<file path="config.mk">
export PLATFORM = sky130hd
export DESIGN_NAME = rgb_response_frame_classifier
export DESIGN_NICKNAME = d
export VERILOG_FILES = /design/src/rtl/rgbc_pkg.sv /design/src/rtl/rgbc_parser.sv /design/src/rtl/rgb_response_frame_classifier.sv
export SDC_FILE = /design/constraint.sdc
export NUM_CORES = 1
export LEC_CHECK = 0
export BUFFER_PORTS_ARGS = -buffer_cell sky130_fd_sc_hd__buf_2
export CELL_PAD_IN_SITES_DETAIL_PLACEMENT = 1
export CELL_PAD_IN_SITES_GLOBAL_PLACEMENT = 2
export CORE_MARGIN = 3
export CORE_UTILIZATION = 40
export DETAILED_ROUTE_END_ITERATION = 7
export PLACE_DENSITY = 0.91
export SYNTH_ARGS = -nofsm -noshare
export SYNTH_HDL_FRONTEND = slang
export SYNTH_HIERARCHICAL = 1
export SYNTH_SLANG_ARGS = --single-unit
</file>
<file path="constraint.sdc">
create_clock -name clk -period 7.05 [get_ports clk]
set_input_delay 0 -clock clk [delete_from_list [all_inputs] [get_ports clk]]
set_output_delay 0 -clock clk [all_outputs]
set_load 0.05 [all_outputs]
</file>
<file path="src/rtl/rgbc_pkg.sv">
`default_nettype none
// ----------------------------------------------------------------------------
// rgbc_pkg
// Shared types and constants of the RGB response frame classifier.
// ----------------------------------------------------------------------------
package rgbc_pkg;

  localparam int FRAME_MAX_DEF = 40;

  localparam int BYTE_W  = 8;
  localparam int VAL_W   = 10;
  localparam int CLS_W   = 3;
  localparam int FL_W    = 6;
  localparam int DC_W    = 3;
  localparam int CFG_IDX_W = 2;

  localparam logic [VAL_W-1:0] DARK_LIMIT_RST   = 10'd45;
  localparam logic [VAL_W-1:0] BRIGHT_LIMIT_RST = 10'd200;

  localparam logic [CFG_IDX_W-1:0] CFG_DARK_LIMIT   = 2'd0;
  localparam logic [CFG_IDX_W-1:0] CFG_BRIGHT_LIMIT = 2'd1;

  localparam logic [BYTE_W-1:0] CH_PLUS = 8'h2B;
  localparam logic [BYTE_W-1:0] CH_O    = 8'h4F;
  localparam logic [BYTE_W-1:0] CH_K    = 8'h4B;
  localparam logic [BYTE_W-1:0] CH_R    = 8'h52;
  localparam logic [BYTE_W-1:0] CH_G    = 8'h47;
  localparam logic [BYTE_W-1:0] CH_B    = 8'h42;
  localparam logic [BYTE_W-1:0] CH_0    = 8'h30;
  localparam logic [BYTE_W-1:0] CH_9    = 8'h39;

  localparam logic [CLS_W-1:0] CLS_GREEN = 3'd0;
  localparam logic [CLS_W-1:0] CLS_WHITE = 3'd1;
  localparam logic [CLS_W-1:0] CLS_RED   = 3'd2;
  localparam logic [CLS_W-1:0] CLS_BLACK = 3'd3;
  localparam logic [CLS_W-1:0] CLS_BLUE  = 3'd4;
  localparam logic [CLS_W-1:0] CLS_NONE  = 3'd5;

  typedef enum logic [3:0] {
    PH_IDLE = 4'd0,
    PH_FR1  = 4'd1,
    PH_SK1  = 4'd2,
    PH_FR2  = 4'd3,
    PH_SK2  = 4'd4,
    PH_DR   = 4'd5,
    PH_FG   = 4'd6,
    PH_SKG  = 4'd7,
    PH_DG   = 4'd8,
    PH_FB   = 4'd9,
    PH_SKB  = 4'd10,
    PH_DB   = 4'd11,
    PH_DONE = 4'd12
  } phase_t;

  typedef struct packed {
    logic [VAL_W-1:0] dark_limit;
    logic [VAL_W-1:0] bright_limit;
  } limits_t;

  typedef struct packed {
    logic [CLS_W-1:0] color_class;
    logic [VAL_W-1:0] red_value;
    logic [VAL_W-1:0] green_value;
    logic [VAL_W-1:0] blue_value;
    logic             parse_ok;
  } result_t;

endpackage

`default_nettype wire

</file>
<file path="src/rtl/rgbc_parser.sv">
`default_nettype none
// ----------------------------------------------------------------------------
// rgbc_parser
// Per-byte frame tracker and field parser; forms the result at frame end.
// ----------------------------------------------------------------------------
module rgbc_parser
  import rgbc_pkg::*;
#(
  parameter int FRAME_MAX = FRAME_MAX_DEF
) (
  input  wire logic              clk,
  input  wire logic              rst_n,
  input  wire logic              byte_en,
  input  wire logic [BYTE_W-1:0] rx_byte,
  input  wire limits_t           limits,
  output logic                   res_valid,
  output result_t                res
);

  phase_t            phase_r, phase_nxt;
  logic [FL_W-1:0]   frame_len_r, frame_len_nxt;
  logic [BYTE_W-1:0] prev_byte_r;
  logic [DC_W-1:0]   digit_cnt_r, digit_cnt_nxt;
  logic [VAL_W-1:0]  red_acc_r, red_acc_nxt;
  logic [VAL_W-1:0]  green_acc_r, green_acc_nxt;
  logic [VAL_W-1:0]  blue_acc_r, blue_acc_nxt;
  logic              error_r, error_nxt;

  phase_t            ph_parsed;
  logic [DC_W-1:0]   dc_parsed;
  logic [VAL_W-1:0]  r_parsed, g_parsed, b_parsed;
  logic              err_parsed;
  logic              is_digit;
  logic [VAL_W-1:0]  acc_sel, acc_upd;
  logic [FL_W-1:0]   len_inc;
  logic              frame_end;
  logic [VAL_W-1:0]  r_out, g_out, b_out;
  logic              ok;

  assign is_digit = (rx_byte >= CH_0) && (rx_byte <= CH_9);
  assign len_inc  = frame_len_r + FL_W'(1);

  always_comb begin
    case (phase_r)
      PH_DR:   acc_sel = red_acc_r;
      PH_DG:   acc_sel = green_acc_r;
      default: acc_sel = blue_acc_r;
    endcase
    acc_upd = (acc_sel << 3) + (acc_sel << 1) + VAL_W'(rx_byte - CH_0);
  end

  always_comb begin
    ph_parsed  = phase_r;
    dc_parsed  = digit_cnt_r;
    r_parsed   = red_acc_r;
    g_parsed   = green_acc_r;
    b_parsed   = blue_acc_r;
    err_parsed = error_r;
    case (phase_r)
      PH_FR1: begin
        if (rx_byte == CH_R) ph_parsed = PH_SK1;
      end
      PH_SK1: ph_parsed = PH_FR2;
      PH_FR2: begin
        if (rx_byte == CH_R) ph_parsed = PH_SK2;
      end
      PH_SK2: begin
        ph_parsed = PH_DR;
        dc_parsed = '0;
      end
      PH_SKG: begin
        ph_parsed = PH_DG;
        dc_parsed = '0;
      end
      PH_SKB: begin
        ph_parsed = PH_DB;
        dc_parsed = '0;
      end
      PH_FG: begin
        if (rx_byte == CH_G) ph_parsed = PH_SKG;
      end
      PH_FB: begin
        if (rx_byte == CH_B) ph_parsed = PH_SKB;
      end
      PH_DR, PH_DG, PH_DB: begin
        if (is_digit) begin
          if (digit_cnt_r < DC_W'(3)) begin
            if (phase_r == PH_DR) r_parsed = acc_upd;
            else if (phase_r == PH_DG) g_parsed = acc_upd;
            else b_parsed = acc_upd;
          end
          if (digit_cnt_r < DC_W'(4)) dc_parsed = digit_cnt_r + DC_W'(1);
        end else if ((digit_cnt_r == '0) || (digit_cnt_r > DC_W'(3))) begin
          if (phase_r == PH_DR) r_parsed = '0;
          else if (phase_r == PH_DG) g_parsed = '0;
          else b_parsed = '0;
          err_parsed = 1'b1;
          ph_parsed  = PH_DONE;
        end else if (phase_r == PH_DR) begin
          ph_parsed = (rx_byte == CH_G) ? PH_SKG : PH_FG;
        end else if (phase_r == PH_DG) begin
          ph_parsed = (rx_byte == CH_B) ? PH_SKB : PH_FB;
        end else begin
          ph_parsed = PH_DONE;
        end
      end
      default: ph_parsed = phase_r;
    endcase
  end

  assign frame_end = (phase_r != PH_IDLE) &&
                     (((prev_byte_r == CH_O) && (rx_byte == CH_K) &&
                       (len_inc >= FL_W'(2))) ||
                      (len_inc >= FL_W'(FRAME_MAX)));

  always_comb begin
    phase_nxt     = phase_r;
    frame_len_nxt = frame_len_r;
    digit_cnt_nxt = digit_cnt_r;
    red_acc_nxt   = red_acc_r;
    green_acc_nxt = green_acc_r;
    blue_acc_nxt  = blue_acc_r;
    error_nxt     = error_r;
    if (phase_r == PH_IDLE) begin
      if (rx_byte == CH_PLUS) begin
        phase_nxt     = PH_FR1;
        frame_len_nxt = FL_W'(1);
        digit_cnt_nxt = '0;
        red_acc_nxt   = '0;
        green_acc_nxt = '0;
        blue_acc_nxt  = '0;
        error_nxt     = 1'b0;
      end
    end else begin
      digit_cnt_nxt = dc_parsed;
      red_acc_nxt   = r_parsed;
      green_acc_nxt = g_parsed;
      blue_acc_nxt  = b_parsed;
      error_nxt     = err_parsed;
      if (frame_end) begin
        phase_nxt     = PH_IDLE;
        frame_len_nxt = '0;
      end else begin
        phase_nxt     = ph_parsed;
        frame_len_nxt = len_inc;
      end
    end
  end

  always_comb begin
    r_out = (ph_parsed == PH_DR) ? '0 : r_parsed;
    g_out = (ph_parsed == PH_DG) ? '0 : g_parsed;
    b_out = (ph_parsed == PH_DB) ? '0 : b_parsed;
    ok    = (ph_parsed == PH_DONE) && !err_parsed;
    res.color_class = CLS_NONE;
    if (ok) begin
      if ((r_out < limits.dark_limit) && (g_out < limits.dark_limit) &&
          (b_out < limits.dark_limit)) begin
        res.color_class = CLS_BLACK;
      end else if ((r_out > limits.bright_limit) && (g_out > limits.bright_limit) &&
                   (b_out > limits.bright_limit)) begin
        res.color_class = CLS_WHITE;
      end else if ((r_out > g_out) && (r_out > b_out)) begin
        res.color_class = CLS_RED;
      end else if ((g_out > r_out) && (g_out > b_out)) begin
        res.color_class = CLS_GREEN;
      end else if ((b_out > r_out) && (b_out > g_out)) begin
        res.color_class = CLS_BLUE;
      end
    end
    res.red_value   = r_out;
    res.green_value = g_out;
    res.blue_value  = b_out;
    res.parse_ok    = ok;
  end

  assign res_valid = byte_en && frame_end;

  always_ff @(posedge clk) begin
    if (!rst_n) begin
      phase_r     <= PH_IDLE;
      frame_len_r <= '0;
      prev_byte_r <= '0;
      digit_cnt_r <= '0;
      red_acc_r   <= '0;
      green_acc_r <= '0;
      blue_acc_r  <= '0;
      error_r     <= 1'b0;
    end else if (byte_en) begin
      phase_r     <= phase_nxt;
      frame_len_r <= frame_len_nxt;
      prev_byte_r <= rx_byte;
      digit_cnt_r <= digit_cnt_nxt;
      red_acc_r   <= red_acc_nxt;
      green_acc_r <= green_acc_nxt;
      blue_acc_r  <= blue_acc_nxt;
      error_r     <= error_nxt;
    end
  end

endmodule

`default_nettype wire

</file>
<file path="src/rtl/rgb_response_frame_classifier.sv">
`default_nettype none
// ----------------------------------------------------------------------------
// rgb_response_frame_classifier
// Parses framed RGB sensor replies byte by byte and classifies the color.
// The result of a frame-ending byte is registered in the output or skid entry.
// Throughput: one byte per cycle; a two-entry output buffer absorbs stalls.
// Input stalls only while both output entries hold untaken results.
// Reset: synchronous, active low; parser idle, limits back to 45 and 200.
// ----------------------------------------------------------------------------
module rgb_response_frame_classifier
  import rgbc_pkg::*;
#(
  parameter int FRAME_MAX = FRAME_MAX_DEF
) (
  input  wire logic                 clk,
  input  wire logic                 rst_n,
  input  wire logic                 in_valid,
  output logic                      in_stall,
  input  wire logic [BYTE_W-1:0]    in_rx_byte,
  output logic                      out_valid,
  input  wire logic                 out_stall,
  output logic [CLS_W-1:0]          out_color_class,
  output logic [VAL_W-1:0]          out_red_value,
  output logic [VAL_W-1:0]          out_green_value,
  output logic [VAL_W-1:0]          out_blue_value,
  output logic                      out_parse_ok,
  input  wire logic                 cfg_valid,
  output logic                      cfg_ready,
  input  wire logic [CFG_IDX_W-1:0] cfg_index,
  input  wire logic [VAL_W-1:0]     cfg_data
);

  limits_t limits_r;
  logic    in_xfer;
  logic    res_valid;
  result_t res;
  logic    out_valid_r, skid_valid_r;
  result_t out_r, skid_r;
  logic    out_free;

  assign cfg_ready = 1'b1;

  always_ff @(posedge clk) begin
    if (!rst_n) begin
      limits_r.dark_limit   <= DARK_LIMIT_RST;
      limits_r.bright_limit <= BRIGHT_LIMIT_RST;
    end else if (cfg_valid && cfg_ready) begin
      case (cfg_index)
        CFG_DARK_LIMIT:   limits_r.dark_limit   <= cfg_data;
        CFG_BRIGHT_LIMIT: limits_r.bright_limit <= cfg_data;
        default:          limits_r              <= limits_r;
      endcase
    end
  end

  assign in_stall = skid_valid_r;
  assign in_xfer  = in_valid && !in_stall;

  rgbc_parser #(
    .FRAME_MAX (FRAME_MAX)
  ) u_parser (
    .clk       (clk),
    .rst_n     (rst_n),
    .byte_en   (in_xfer),
    .rx_byte   (in_rx_byte),
    .limits    (limits_r),
    .res_valid (res_valid),
    .res       (res)
  );

  assign out_free = !out_valid_r || !out_stall;

  always_ff @(posedge clk) begin
    if (!rst_n) begin
      out_valid_r  <= 1'b0;
      skid_valid_r <= 1'b0;
    end else if (out_free) begin
      if (skid_valid_r) begin
        out_valid_r  <= 1'b1;
        skid_valid_r <= res_valid;
      end else begin
        out_valid_r  <= res_valid;
      end
    end else if (res_valid) begin
      skid_valid_r <= 1'b1;
    end
  end

  always_ff @(posedge clk) begin
    if (out_free) begin
      if (skid_valid_r) begin
        out_r  <= skid_r;
        skid_r <= res;
      end else begin
        out_r  <= res;
      end
    end else if (res_valid) begin
      skid_r <= res;
    end
  end

  assign out_valid       = out_valid_r;
  assign out_color_class = out_r.color_class;
  assign out_red_value   = out_r.red_value;
  assign out_green_value = out_r.green_value;
  assign out_blue_value  = out_r.blue_value;
  assign out_parse_ok    = out_r.parse_ok;

endmodule

`default_nettype wire

</file>
==> flow_metrics.env, run 1 <==
export IMPL_numCtsBuffers=17
export IMPL_hp_class="in -> reg"
export IMPL_syn_avg_cell_area_um2=9.73
export IMPL_p_per_area_nw_per_um2=208
export IMPL_rows=56
export IMPL_antenna_found_initial=0
export IMPL_violations="negative hold slack"
export IMPL_slew_headroom_pct=28.9
export IMPL_io_buffers=60
export IMPL_drv_cap=0
export IMPL_seqCellArea_um2=3520
export IMPL_nFillCells=2686
export IMPL_postCtsResizedCells=0
export IMPL_synthCells=994
export IMPL_gp_congestion=0.907
export IMPL_drt_iter0_drc=579
export IMPL_finalCriticalPeriod_ps=6650
export IMPL_stdcell_area_um2=11200
export IMPL_grt_pass1_vias=8284
export IMPL_area_delta_synth_final_pct=15.5
export IMPL_synthArstFlopShare_pct=0
export IMPL_postPlaceCellArea_um2=10300
export IMPL_path_class="reg -> reg"
export IMPL_num_antenna_cells=0
export IMPL_fin_crit_sh_pct=94.4
export IMPL_clock_skew_ps=12.4
export IMPL_start_util_pct=40.9
export IMPL_synth_area_um2=9670
export IMPL_vias=8136
export IMPL_die_area_um2=26100
export IMPL_core_area_um2=23600
export IMPL_setup_worst_path_start_class="register"
export IMPL_yosysTopAreaCell="edfxtp_1"
export IMPL_holdWs_ps=-0.182
export IMPL_synthesis_nets=1121
export IMPL_critPathCaptureType="register"
export IMPL_cts_root_buf="clkbuf_16"
export IMPL_ys_types=87
export IMPL_synth_area_leaders="edfxtp_1, dfxtp_1, ha_1, mux2_2, nor2b_1"
export IMPL_drt_vias_per_instance=5.77
export IMPL_arrival_ps=6840
export IMPL_finalMaxSlewViolations=0
export IMPL_die_h_um=161
export IMPL_grt_use_total_pct=22.8
export IMPL_drc=0
export IMPL_synth_edf_count=68
export IMPL_synth_seq_area_share_pct=36.4
export IMPL_grt_pass1_wl_mm=46.8
export IMPL_clk_latency_ps=430
export IMPL_peakVddDrop_v=0.000154
export IMPL_report_final_hold_viol_count=1
export IMPL_cts_sinks=142
export IMPL_grt_setup_unrepaired="no"
export IMPL_r2r_slack_ps=400
export IMPL_synthFlopType="dfxtp_1"
export IMPL_status="complete, but fails checks"
export IMPL_io_pins=62
export IMPL_grt_start_max_net_pins=86
export IMPL_max_freq_mhz=150
export IMPL_holdPathStages=3
export IMPL_drt_pass1_iter_count=5
export IMPL_setup_tns_ps=0
export IMPL_cts_tree="yes"
export IMPL_die_w_um=161
export IMPL_routedWlPerCell_um=21.1
export IMPL_leakage_nw=4.93
export IMPL_htree_levels=4
export IMPL_grt_overflow=0
export IMPL_path_clk_slew_ps=70
export IMPL_cp_required_ps=7240
export IMPL_yosysTopAreaCellShare_pct=21.1
export IMPL_synthTopCellsByCount="ha_1, nand2_1, inv_1"
export IMPL_drive_above_1_share_pct=16.3
export IMPL_worstRegToRegCells=25
export IMPL_synth_most_common_cell="ha_1"
export IMPL_cp_max_fo=17
export IMPL_multiInputGateArea_um2=5660
export IMPL_clockBufferDepth=2
export IMPL_ys_ff_latch=142
export IMPL_yosys_warnings=6
export IMPL_slowest_stage="nor4b_4"
export IMPL_dp_hpwl_mm=21.4
export IMPL_nets=1204
export IMPL_ant_nets=0
export IMPL_worstMarginPinSlew_ps=1060
export IMPL_setup_violations=0
export IMPL_routed_wl_mm=29.8
export IMPL_cp_slowest_stage_delay_ps=660
[where the power goes]
| group | switching, mW | internal (mW) | leakage, nW |
|---|---|---|---|
| clock network | 0.447 | 0.483 | 0.298 |
| registers | 0.0218 | 0.879 | 1.40 |
| logic | 0.333 | 0.158 | 3.24 |
[layout by cell type (no fill, tap or decap), types with 7 or more instances in the layout]
| master | netlist | layout |
|---|---|---|
| mux2_2 | 36 | 36 |
| inv_1 | 76 | 76 |
| a22o_1 | 13 | 13 |
| buf_4 | 5 | 21 |
| inv_8 | 0 | 8 |
| xnor2_1 | 12 | 12 |
| nor2b_1 | 57 | 57 |
| a21oi_1 | 36 | 36 |
| nor2_1 | 40 | 40 |
| nand2b_1 | 11 | 11 |
| nand4_1 | 16 | 16 |
| ha_1 | 95 | 95 |
| clkbuf_16 | 0 | 17 |
| a31oi_1 | 7 | 7 |
| buf_2 | 5 | 60 |
| nand3_1 | 20 | 20 |
| a22oi_1 | 45 | 45 |
| dlygate4sd3_1 | 0 | 20 |
| dfxtp_1 | 74 | 73 |
| edfxtp_1 | 68 | 68 |
| nand2_1 | 83 | 83 |
| a21boi_0 | 8 | 8 |
| nor3_1 | 9 | 9 |
| and2_1 | 14 | 14 |
| o21ai_0 | 45 | 45 |
| mux2i_1 | 28 | 28 |
| fa_1 | 7 | 7 |
| a21o_1 | 18 | 18 |
| o211ai_1 | 14 | 14 |
[final timing paths]
kind,start,end
setup / recovery,u_parser/phase_r[2],out_color_class[0]
setup reg to reg,u_parser/phase_r[2],out_color_class[0]
hold / removal,in_rx_byte[3],u_parser/prev_byte_r[3]
hold reg to reg,limits_r[19],limits_r[19]
[layout make-up]
cell class,count,area share [%]
Sequential cell,142,31.6
Tap cell,319,3.58
Clock inverter,15,1.63
Timing Repair Buffer,102,6.07
Clock buffer,17,3.81
Multi-Input combinational cell,736,50.7
Inverter,78,2.62
[stage by stage]
step                      setup WS (ps)  total power, mW  instances  hold WS (ps)  util, %
after floorplan                     683             1.24        994           142        -
after global placement              599             1.38       1356           266     43.8
after detailed placement            472             1.39       1356           274     43.8
after CTS                           441             2.33       1408         0.680     47.2
after global routing               11.0             2.41       1409          39.9     47.3
final                               397             2.32       1409        -0.182     47.3
[cell families (layout without fill, tap and decap cells)]
| kind of cell | after synthesis | after routing | synth area share, % |
|---|---|---|---|
| fa+ha+maj | 108 | 108 | 14.4 |
| xor+xnor | 17 | 17 | 1.54 |
| compound gates | 245 | 245 | 18.1 |
| mux | 64 | 64 | 7.09 |
| other cells | 1 | 1 | 0.0388 |
| simple gates | 301 | 301 | 17.2 |
| flops | 142 | 142 | 36.4 |
| buf+inv | 116 | 212 | 5.15 |
[timing repair]
action                     4_1_cts  5_1_grt
buffers inserted                 0        1
hold buffers                    20        0
hold endpoints to repair        28        0
setup endpoints to repair        0        1
[routing by layer]
metal / share of wire (%) / vias up / track usage [%] / wire length [um]
li1: - / 3831 / - / -
met4: 1.4 / 0 / 6.57 / 429
met1: 47 / 4079 / 31.6 / 14100
met2: 47 / 195 / 37.9 / 14100
met3: 3.8 / 31 / 2.49 / 1150
met5: 0 / - / 0 / 0
[critical path, delay by kind of cell (launching register included)]
family / cells / cell delay, ps
AOI/OAI and AO/OA: 10 / 2540
adders and majority gates: 3 / 1020
buffers and inverters: 3 / 330
DFF: 1 / 320
muxes: 1 / 270
and+or+nand+nor: 8 / 1940
[sequential cells by signal, summed over array words and instances (netlist names), 3 cells and up]
signal and flops:
u_parser/digit_cnt_r 3, u_parser/red_acc_r 10, u_parser/frame_len_r 6, u_parser/green_acc_r 10, skid_r 34, u_parser/prev_byte_r 8, out_color_class 3, out_green_value 10
u_parser/phase_r 4, out_blue_value 10, out_red_value 10, limits_r 20, u_parser/blue_acc_r 10
Note: power is estimated with default switching activity, not from simulation.
==> inputs of run 2 (changes only) <==
Settings changed: CORE_UTILIZATION 40 to 39, SYNTH_HIERARCHICAL 1 to default.
==> run 2 against run 1 <==
Net effect: the flow now finishes without violations; count of clock-buffer cells in the layout stayed put; maximum frequency is 3.9% higher; via count is 4.5% higher; synthesized cell count is 4.2% higher; worst setup slack better by 250 ps; power is 1.3% higher; utilization is 0.98 points lower; register-to-register slack better by 250 ps; sequential cell count stayed put; critical path depth is 2 higher; cell area is 2.1% lower; area after synthesis is 2.7% lower; largest cell class unchanged.
==> flow_metrics.env, run 2 <==
export IMPL_status="finished clean"
export IMPL_peakVddDrop_v=0.000179
export IMPL_r2r_end="out_color_class[2]"
export IMPL_slew_headroom_pct=32.8
export IMPL_grt_pass1_wl_mm=48.7
export IMPL_finalCriticalPeriod_ps=6410
export IMPL_grt_start_max_net_pins=75
export IMPL_largest_reg_flops=34
export IMPL_die_h_um=161
export IMPL_utilization_pct=46.3
export IMPL_cp_slowest_stage_delay_ps=550
export IMPL_setup_worst_path_start_class="register"
export IMPL_ys_types=80
export IMPL_hp_start="cfg_index[0]"
export IMPL_io_buffers=60
export IMPL_power_frac_seq_pct=38.2
export IMPL_regMostFlops="skid_r"
export IMPL_synth_area_leaders="edfxtp_1, dfxtp_1, ha_1, nand2_1, a22oi_1"
export IMPL_area_delta_synth_final_pct=16.2
export IMPL_mostFrequentLayoutCell="nand2_1"
export IMPL_yosysTopAreaCell="edfxtp_1"
export IMPL_clock_skew_ps=17.3
export IMPL_final_cell_mix="nand2_1, ha_1, dfxtp_1"
export IMPL_synthesis_nets=1170
export IMPL_holdWs_ps=56.9
export IMPL_routedWlPerCell_um=21.3
export IMPL_drc=0
export IMPL_worstMarginPinSlew_ps=1000
export IMPL_report_final_hold_viol_count=0
export IMPL_dp_hpwl_mm=22.8
export IMPL_p_clk_share_pct=39.9
export IMPL_die_w_um=161
export IMPL_cts_tree="yes"
export IMPL_critPathCaptureType="register"
export IMPL_start_util_pct=39.8
export IMPL_finalMaxSlewViolations=0
export IMPL_htree_levels=4
export IMPL_synth_area_um2=9410
export IMPL_gp_congestion=0.909
export IMPL_power_internal_mw=1.55
export IMPL_syn_avg_cell_area_um2=9.08
export IMPL_rows=56
export IMPL_clk_latency_ps=440
export IMPL_grt_pass1_vias=8714
export IMPL_cp_max_fo=10
export IMPL_path_class="reg -> reg"
export IMPL_r2r_slack_ps=640
export IMPL_p_per_area_nw_per_um2=215
export IMPL_fin_cells=1450
export IMPL_vias=8500
export IMPL_r2r_start="u_parser.phase_r[1]"
export IMPL_synth_seq_area_share_pct=37.5
export IMPL_clockBufferDepth=2
export IMPL_synthArstFlopShare_pct=0
export IMPL_grt_setup_unrepaired="no"
export IMPL_num_antenna_cells=0
export IMPL_synth_most_common_cell="nand2_1"
export IMPL_largest_registers="skid_r x34, limits_r x20"
export IMPL_cts_root_buf="clkbuf_16"
export IMPL_drt_vias_per_instance=5.86
export IMPL_combPwrFrac_pct=21.8
export IMPL_worstRegToRegCells=27
export IMPL_ant_nets=0
export IMPL_yosysTopAreaCellShare_pct=21.7
export IMPL_hp_class="in -> reg"
export IMPL_yosys_warnings=0
export IMPL_nets=1252
export IMPL_io_pins=62
export IMPL_drv_cap=0
export IMPL_numCtsBuffers=17
export IMPL_crit_start="u_parser.phase_r[1]"
export IMPL_grt_use_total_pct=23.9
export IMPL_ys_ff_latch=142
export IMPL_setup_violations=0
export IMPL_switchingPower_mw=0.803
export IMPL_arrival_ps=6690
export IMPL_drt_iter0_drc=677
export IMPL_antenna_found_initial=0
export IMPL_core_area_um2=23600
export IMPL_drive_above_1_share_pct=12.7
export IMPL_placed_cells=1400
export IMPL_postPlaceCellArea_um2=10200
export IMPL_cp_required_ps=7340
export IMPL_synth_edf_count=68
export IMPL_synthFlopType="dfxtp_1"
export IMPL_cts_sinks=142
export IMPL_setup_tns_ps=0
export IMPL_synthTopCellsByCount="nand2_1, ha_1, dfxtp_1"
export IMPL_max_freq_mhz=156
export IMPL_timing_critical_path_to="out_color_class[2]"
export IMPL_synthCells=1036
export IMPL_path_clk_slew_ps=70
export IMPL_switching_share_pct=34.1
export IMPL_fin_crit_sh_pct=90.9
export IMPL_grt_overflow=0
export IMPL_leakage_nw=4.78
export IMPL_slowest_stage="dfxtp_1"
export IMPL_stdcell_area_um2=10900
export IMPL_drt_pass1_iter_count=6
export IMPL_die_area_um2=26000
export IMPL_routed_wl_mm=30.9
## run 2: cell types whose count changed after synthesis, moves of 10 or more
cell,change
nor3_1,+10
nand2_1,+75
inv_1,-12
mux2i_1,-28
clkbuf_1,+15
mux2_2,-30
a21boi_0,+19
## run 2: cell families (layout without fill, tap and decap cells)
| group | Yosys count | count (layout) | share of synthesized area [%] |
|---|---|---|---|
| fa+ha+maj | 109 | 109 | 14.9 |
| compound gates | 288 | 288 | 21.2 |
| simple gates | 367 | 367 | 19.8 |
| buf+inv | 108 | 203 | 4.44 |
| xor+xnor | 15 | 15 | 1.40 |
| mux | 6 | 6 | 0.718 |
| other cells | 1 | 1 | 0.0399 |
| flops | 142 | 142 | 37.5 |
## run 2: timing repair
action	in CTS	in global routing
hold buffers	18	0
endpoints found under the hold margin	28	0
setup buffers	0	0
resized for setup	0	0
endpoints found under the setup margin	0	0
## run 2: area by class of cell
class / count / area [um2]
timing repair buffer: 107 / 698
inverter: 64 / 240
fill: 2760 / 12700
clock buffer: 17 / 425
clock inverter: 15 / 168
tap: 319 / 399
sequential: 142 / 3520
multi-input combinational: 786 / 5480
## run 2: metrics by stage
step	total power, mW	setup WS, ps
floorplan	1.25	1420
global placement	1.40	985
detailed placement	1.41	758
CTS	2.35	723
global route	2.45	71.2
finish	2.35	644
## run 2: how the worst min path moves through the flow
stage	to	slack (ps)	depth (start not counted)
after CTS	limits_r[10]	80	4
after floorplan	limits_r[10]	120	2
after global routing	limits_r[10]	100	4
after detailed placement	limits_r[10]	250	3
final	limits_r[10]	60	4
after global placement	limits_r[10]	230	3
## run 2: metal layers
| metal | global-route usage [%] | up-vias | wire, um |
|---|---|---|---|
| li1 | - | 3966 | - |
| met5 | 0 | - | 0 |
| met3 | 4.82 | 50 | 1940 |
| met1 | 32.4 | 4229 | 14000 |
| met2 | 38.4 | 255 | 14000 |
| met4 | 8.13 | 0 | 868 |
## run 2: critical path, delay by kind of cell, from the launching register on
family          cells  cell delay, ps
compound gates     11            2370
simple gates       10            1730
fa+ha+maj           3             900
flops               1             550
xor+xnor            2             500
buf+inv             1             190
## run 2: power by group through the flow
stage | clock network [mW] | registers (mW) | logic (mW)
final | 0.939 | 0.899 | 0.513
after global routing | 0.979 | 0.902 | 0.565
after CTS | 0.940 | 0.899 | 0.508
after detailed placement | 0 | 0.918 | 0.496
after global placement | 0 | 0.917 | 0.486
after floorplan | 0 | 0.932 | 0.317
